$ cat src/sv/uss_pkg.sv
// ----------------------------------------------------------------------------
// uss_pkg
// shared constants and types for the unsorted set store
// ----------------------------------------------------------------------------
package uss_pkg;

    localparam int CAPACITY_DEF = 64;
    localparam int ELEM_W       = 32;
    localparam int OP_W         = 2;
    localparam int COUNT_OUT_W  = 7;
    localparam int S_TDATA_W    = 32;
    localparam int M_TDATA_W    = 16;

    typedef enum logic [OP_W-1:0] {
        OP_ADD    = 2'd0,
        OP_REMOVE = 2'd1,
        OP_SEARCH = 2'd2,
        OP_NONE   = 2'd3
    } op_t;

    typedef enum logic [4:0] {
        ST_IDLE = 5'b00001,
        ST_SCAN = 5'b00010,
        ST_ACT  = 5'b00100,
        ST_MOVE = 5'b01000,
        ST_RESP = 5'b10000
    } state_t;

endpackage

$ cat src/sv/unsorted_set_store.sv
// ----------------------------------------------------------------------------
// unsorted_set_store
// fixed-capacity set of distinct 32-bit elements held unordered in a ram
// ----------------------------------------------------------------------------
//  channel   direction  tdata                          tuser
//  s_        in         element[31:0]                  op[1:0]
//  m_        out        success, refused_full,         -
//                       count[6:0], is_empty
//
//  one item at a time: accept, a linear scan of the held entries through the
//  ram read port (one entry per cycle), an update step, an extra step for a
//  remove to move the last entry into the freed slot, and a result step. the
//  scan stops at the first hit; an empty set or a no-op skips it.
//  reset clears the state, the count, the scan flag and the output valid; the
//  ram needs no clearing.
//  a result waits in the output register while m_tready is low; the next
//  item is accepted meanwhile and holds at its result cycle.
// ----------------------------------------------------------------------------
module unsorted_set_store #(
    parameter int CAPACITY = uss_pkg::CAPACITY_DEF
) (
    input  logic                           aclk,
    input  logic                           aresetn,
    input  logic                           s_tvalid,
    output logic                           s_tready,
    input  logic [uss_pkg::S_TDATA_W-1:0]  s_tdata,   // element[31:0]
    input  logic [uss_pkg::OP_W-1:0]       s_tuser,   // op[1:0]
    output logic                           m_tvalid,
    input  logic                           m_tready,
    output logic [uss_pkg::M_TDATA_W-1:0]  m_tdata    // success, refused_full,
                                                      // count[6:0], is_empty, zeros
);

    localparam int AW = $clog2(CAPACITY);
    localparam int CW = $clog2(CAPACITY + 1);
    localparam int EW = uss_pkg::ELEM_W;
    localparam int OW = uss_pkg::COUNT_OUT_W;

    uss_pkg::state_t state_reg, state_next;
    uss_pkg::op_t    op_reg, op_next;
    logic [EW-1:0]   elem_reg, elem_next;
    logic [CW-1:0]   count_reg, count_next;
    logic [CW-1:0]   idx_reg, idx_next;
    logic [AW-1:0]   slot_reg, slot_next;
    logic            pend_reg, pend_next;
    logic            found_reg, found_next;
    logic            ok_reg, ok_next;
    logic            refused_reg, refused_next;
    logic            m_valid_reg, m_valid_next;
    logic [uss_pkg::M_TDATA_W-1:0] m_data_reg, m_data_next;

    logic            ram_we;
    logic [AW-1:0]   ram_waddr;
    logic [EW-1:0]   ram_wdata;
    logic [AW-1:0]   ram_raddr;
    logic [EW-1:0]   ram_rdata;

    logic            hit;
    logic [CW-1:0]   idx_m1;
    logic [CW-1:0]   count_m1;
    logic [OW+CW-1:0] count_ext;
    logic            s_accept;
    logic            out_free;

    uss_ram #(
        .WIDTH (EW),
        .DEPTH (CAPACITY)
    ) u_store (
        .aclk  (aclk),
        .we    (ram_we),
        .waddr (ram_waddr),
        .wdata (ram_wdata),
        .raddr (ram_raddr),
        .rdata (ram_rdata)
    );

    assign s_tready  = state_reg == uss_pkg::ST_IDLE;
    assign s_accept  = s_tvalid && s_tready;
    assign out_free  = !m_valid_reg || m_tready;
    assign hit       = pend_reg && (ram_rdata == elem_reg);
    assign idx_m1    = idx_reg - CW'(1);
    assign count_m1  = count_reg - CW'(1);
    assign count_ext = {{OW{1'b0}}, count_reg};
    assign m_tvalid  = m_valid_reg;
    assign m_tdata   = m_data_reg;

    always_comb begin
        state_next   = state_reg;
        op_next      = op_reg;
        elem_next    = elem_reg;
        count_next   = count_reg;
        idx_next     = idx_reg;
        slot_next    = slot_reg;
        pend_next    = 1'b0;
        found_next   = found_reg;
        ok_next      = ok_reg;
        refused_next = refused_reg;
        m_valid_next = m_valid_reg;
        m_data_next  = m_data_reg;
        ram_we       = 1'b0;
        ram_waddr    = count_reg[AW-1:0];
        ram_wdata    = elem_reg;
        ram_raddr    = idx_reg[AW-1:0];

        if (m_valid_reg && m_tready) begin
            m_valid_next = 1'b0;
        end

        case (state_reg)
            uss_pkg::ST_IDLE: begin
                if (s_accept) begin
                    op_next      = uss_pkg::op_t'(s_tuser);
                    elem_next    = s_tdata[EW-1:0];
                    idx_next     = '0;
                    found_next   = 1'b0;
                    ok_next      = 1'b0;
                    refused_next = 1'b0;
                    if (count_reg == '0 || s_tuser == uss_pkg::OP_NONE) begin
                        state_next = uss_pkg::ST_ACT;
                    end else begin
                        state_next = uss_pkg::ST_SCAN;
                    end
                end
            end
            uss_pkg::ST_SCAN: begin
                if (hit) begin
                    found_next = 1'b1;
                    slot_next  = idx_m1[AW-1:0];
                    state_next = uss_pkg::ST_ACT;
                end else if (idx_reg == count_reg) begin
                    state_next = uss_pkg::ST_ACT;
                end else begin
                    pend_next = 1'b1;
                    idx_next  = idx_reg + CW'(1);
                end
            end
            uss_pkg::ST_ACT: begin
                ram_raddr  = count_m1[AW-1:0];
                state_next = uss_pkg::ST_RESP;
                case (op_reg)
                    uss_pkg::OP_ADD: begin
                        if (!found_reg) begin
                            if (count_reg < CW'(CAPACITY)) begin
                                ram_we     = 1'b1;
                                count_next = count_reg + CW'(1);
                                ok_next    = 1'b1;
                            end else begin
                                refused_next = 1'b1;
                            end
                        end
                    end
                    uss_pkg::OP_REMOVE: begin
                        if (found_reg) begin
                            state_next = uss_pkg::ST_MOVE;
                        end
                    end
                    uss_pkg::OP_SEARCH: begin
                        ok_next = found_reg;
                    end
                    default: begin
                    end
                endcase
            end
            uss_pkg::ST_MOVE: begin
                ram_we     = 1'b1;
                ram_waddr  = slot_reg;
                ram_wdata  = ram_rdata;
                count_next = count_m1;
                ok_next    = 1'b1;
                state_next = uss_pkg::ST_RESP;
            end
            uss_pkg::ST_RESP: begin
                if (out_free) begin
                    m_valid_next = 1'b1;
                    m_data_next  = {6'b0, (count_reg == '0), count_ext[OW-1:0],
                                    refused_reg, ok_reg};
                    state_next   = uss_pkg::ST_IDLE;
                end
            end
            default: begin
                state_next = uss_pkg::ST_IDLE;
            end
        endcase
    end

    always_ff @(posedge aclk) begin
        if (!aresetn) begin
            state_reg   <= uss_pkg::ST_IDLE;
            count_reg   <= '0;
            pend_reg    <= 1'b0;
            m_valid_reg <= 1'b0;
        end else begin
            state_reg   <= state_next;
            count_reg   <= count_next;
            pend_reg    <= pend_next;
            m_valid_reg <= m_valid_next;
        end
        op_reg      <= op_next;
        elem_reg    <= elem_next;
        idx_reg     <= idx_next;
        slot_reg    <= slot_next;
        found_reg   <= found_next;
        ok_reg      <= ok_next;
        refused_reg <= refused_next;
        m_data_reg  <= m_data_next;
    end

endmodule

$ cat src/sv/uss_ram.sv
// ----------------------------------------------------------------------------
// uss_ram
// generic simple dual-port ram, one write and one registered read port
// ----------------------------------------------------------------------------
module uss_ram #(
    parameter int WIDTH = 32,
    parameter int DEPTH = 64
) (
    input  logic                     aclk,
    input  logic                     we,
    input  logic [$clog2(DEPTH)-1:0] waddr,
    input  logic [WIDTH-1:0]         wdata,
    input  logic [$clog2(DEPTH)-1:0] raddr,
    output logic [WIDTH-1:0]         rdata
);

    logic [WIDTH-1:0] mem [DEPTH];

    always_ff @(posedge aclk) begin
        if (we) begin
            mem[waddr] <= wdata;
        end
        rdata <= mem[raddr];
    end

endmodule

$ cat config.mk
export PLATFORM = sky130hd
export DESIGN_NAME = unsorted_set_store
export DESIGN_NICKNAME = d
export VERILOG_FILES = /design/src/sv/uss_pkg.sv /design/src/sv/unsorted_set_store.sv /design/src/sv/uss_ram.sv
export SDC_FILE = /design/constraint.sdc
export NUM_CORES = 2
export LEC_CHECK = 0
export ABC_CLOCK_PERIOD_IN_PS = 8790
export BUFFER_PORTS_ARGS = -buffer_cell sky130_fd_sc_hd__buf_2
export CORE_UTILIZATION = 30
export CTS_CLUSTER_DIAMETER = 200
export DETAILED_ROUTE_END_ITERATION = 6
export PLACE_DENSITY_LB_ADDON = 0.12
export SKIP_LAST_GASP = 1
export SYNTH_ARGS = -nofsm -noshare
export SYNTH_HDL_FRONTEND = slang
export SYNTH_SLANG_ARGS = --single-unit
$ cat constraint.sdc
create_clock -name aclk -period 8.79 [get_ports aclk]
set_input_delay 0.4395 -clock aclk [delete_from_list [all_inputs] [get_ports aclk]]
set_output_delay 0.4395 -clock aclk [all_outputs]
set_load 0.1 [all_outputs]
==> results.yml <==
worst_hold_path:
  min_from: "s_tdata[6]"
  hold_end: "elem_reg[6]$_DFFE_PP_"
  hp-class: "input pin to register"
  hold-path-cell-count: 2
synthesis:
  synth_edf_count: 2108
  ys_top_cells_by_area: "edfxtp_1 72%, a21oi_1 5.4%, nand3_1 5.3%"
  yosys_warnings: 0
  synth.distinct_cells: 69
  netlist_instances: 6741
  synth_top_cell_by_area: "edfxtp_1"
  yosysSeqAreaShare_pct: 72.9
  ys.flop_type: "edfxtp_1"
  yosys.area.top_type_share_pct: 71.8
  synth_area_um2: 88100
  synth_seq_cells: 2154
  synth_area_per_cell_um2: 13.1
  async_flop_share_pct: 0
die:
  core.rowCount: 198
  pin_count: 56
  coreArea_um2: 292000
  chipHeight_um: 544
  die_area_um2: 296000
  dieWidth_um: 544
  start_util_pct: 30.2
grt:
  first_global_vias: 59200
  grt_usage_pct: 23.4
  antenna_found_initial: 23
  grt_pass1_wl_um: 492000
  overflow: 0
  grt_max_degree: 165
routing:
  drt-wirelength-per-cell_um: 32.8
  drt_iter0_markers: 7251
  viasPerCell: 5.73
  drt_pass1_iterations: 6
  vias: 61900
  drtAntennaViolNets: 0
  drc: 0
  drt-total-wl_um: 354000
placed_design:
  placed_area_um2: 93600
  post-dp-hpwl_um: 182000
  gp_congestion: 0.807
  portBuffers: 49
clock_tree:
  clock_path_buffers: 4
  hold_buffers: 38
  htreeDepth: 4
  post_cts_resized: 0
  clk_latency_ps: 920
  cts_tree: "built"
  clk_pin_slew_ps: 60
  clock-sinks: 2154
  cts_setup_buffers: 0
  cts_buffers: 241
  ctsRootBufferMaster: "clkbuf_16"
sta:
  rsz0062_at_grt: "false"
  period_share_pct: 62.2
  tightestPinTransition_ps: 1360
  setup_tns_ps: 0
  max_freq_mhz: 183
  hold_viol_final: 0
  setup_violations: 0
  clock_skew_ps: 53.6
  fin_crit_ps: 5470
  hold_ws_ps: 240
  max-slew-margin-rel_pct: 8.32
  maxSlewViolCount: 0
worst_setup_path:
  end_kind: "register"
  critPathRequiredTime_ps: 9560
  r2r_cells: 11
  reg2reg_slack_ps: 3320
  worstSetupStartpointType: "register"
  cp_max_fo: 61
  critical_path_arrival_ps: 6240
  r2r-start: "state_reg[2]$_SDFFE_PN0P_"
  crit_type: "register to register"
  rr_endpoint: "u_store.rdata[23]$_DFF_P_"
finish:
  final_area_um2: 102000
  fillers: 28200
  areaGrowthSynthToFinish_pct: 15.3
  drive_above_1_share_pct: 11.4
  largest_reg_flops: 2048
  layout.nets: 6727
power:
  peakVddDrop_v: 0.000161
  power_uw: 28100
  power_per_cell_area_nw_per_um2: 277
  p_leak_uw: 0.0314
run:
  maxCapViolCount: 0
outcome:
  outcome: "complete, no violations"
-- cell usage after synthesis, types with 5 or more instances --
library cell and number:
xor2_1 45, a21o_1 8, a211o_1 7, a22oi_1 8
o21ai_0 926, nor3b_1 5, edfxtp_1 2108, nand3_1 928
buf_4 13, xnor2_1 11, a31oi_1 9, nor3_1 15
ha_1 5, nand2b_1 58, o21a_1 5, clkbuf_1 497
mux2_2 18, o22ai_1 140, mux2i_1 40, inv_1 12
nand3b_1 9, a2111oi_0 17, nor4_1 222, a211oi_1 45
nor2_1 91, buf_1 47, nand4_1 11, or3_1 7
dfxtp_1 46, or2_2 12, a311oi_1 36, o31ai_1 17
a21oi_1 955, and2_1 5, o221ai_1 6, and3_1 5
buf_2 55, nand2_1 215, mux4_2 5, or4_1 27
-- final cells by class --
class / count / area [µm²] / share of cell area (%)
inverter: 12 / 45.0 / 0.0443
multi-input combinational: 3965 / 22300 / 21.9
antenna: 9 / 22.5 / 0.0222
timing repair buffer: 310 / 2560 / 2.52
clock inverter: 121 / 1040 / 1.02
sequential: 2154 / 64200 / 63.2
clock buffer: 321 / 6530 / 6.43
tap: 3900 / 4880 / 4.80
-- power breakdown --
group / switching [µW] / leakage, µW / internal (µW)
Sequential: 156 / 0.0193 / 11700
Combinational: 4840 / 0.00829 / 1550
Clock: 4210 / 0.00372 / 5700
-- cells in the final DEF, fill, tap and decap left out, types with 67 or more instances in the layout --
| master | count |
|---|---|
| a21oi_1 | 954 |
| buf_4 | 200 |
| clkbuf_16 | 243 |
| edfxtp_1 | 2108 |
| nand2_1 | 178 |
| nand3_1 | 926 |
| nor2_4 | 67 |
| nor4_1 | 203 |
| o21ai_0 | 926 |
| o22ai_1 | 140 |
-- metal layers --
layer | track usage (%) | wire, µm | vias up
met5 | 0 | 13 | -
li1 | - | - | 26100
met1 | 33.8 | 159000 | 32600
met4 | 6.20 | 9060 | 2
met2 | 36.3 | 160000 | 2727
met3 | 3.67 | 25900 | 467
-- critical path, stage by stage, from the launching register on --
cell,delay [ps]
dfxtp_1,470
nor2b_4,520
buf_4,590
nand3_1,300
o211ai_1,400
buf_12,470
buf_4,610
buf_4,310
a21oi_1,60
a2111oi_0,650
o22ai_1,410
a2111o_1,430
-- kinds of logic (layout without fill, tap and decap cells) --
family | Yosys count | in the layout | synth area share [%]
multiplexers | 64 | 64 | 0.828
other | 1 | 15 | 0.00426
flip-flops | 2154 | 2154 | 72.9
AND/OR/NAND/NOR | 1624 | 1624 | 9.42
buffers and inverters | 627 | 764 | 2.83
XOR/XNOR | 56 | 56 | 0.557
AO/OA/AOI/OAI | 2210 | 2210 | 13.4
adder cells (fa/ha/maj) | 5 | 5 | 0.0710
-- stage by stage --
step / setup slack (ps) / util (%) / instances
detailed placement: 3420 / 32.1 / 10300
floorplan: 4770 / - / 6746
global placement: 3190 / 32.0 / 10300
CTS: 3340 / 34.8 / 10800
global route: 3110 / 34.8 / 10800
finish: 3320 / 34.8 / 10800
-- worst max path at each step --
stage | cells after the start | startpoint | to
finish | 11 | state_reg[2]$_SDFFE_PN0P_ | u_store.rdata[23]$_DFF_P_
global route | 11 | state_reg[2]$_SDFFE_PN0P_ | u_store.rdata[23]$_DFF_P_
CTS | 11 | state_reg[2]$_SDFFE_PN0P_ | u_store.rdata[23]$_DFF_P_
detailed placement | 11 | state_reg[2]$_SDFFE_PN0P_ | u_store.rdata[23]$_DFF_P_
global placement | 9 | state_reg[2]$_SDFFE_PN0P_ | u_store.rdata[21]$_DFF_P_
floorplan | 8 | state_reg[4]$_SDFFE_PN0P_ | u_store.mem[10][0]$_DFFE_PP_
(Power assumes the default switching activity.)
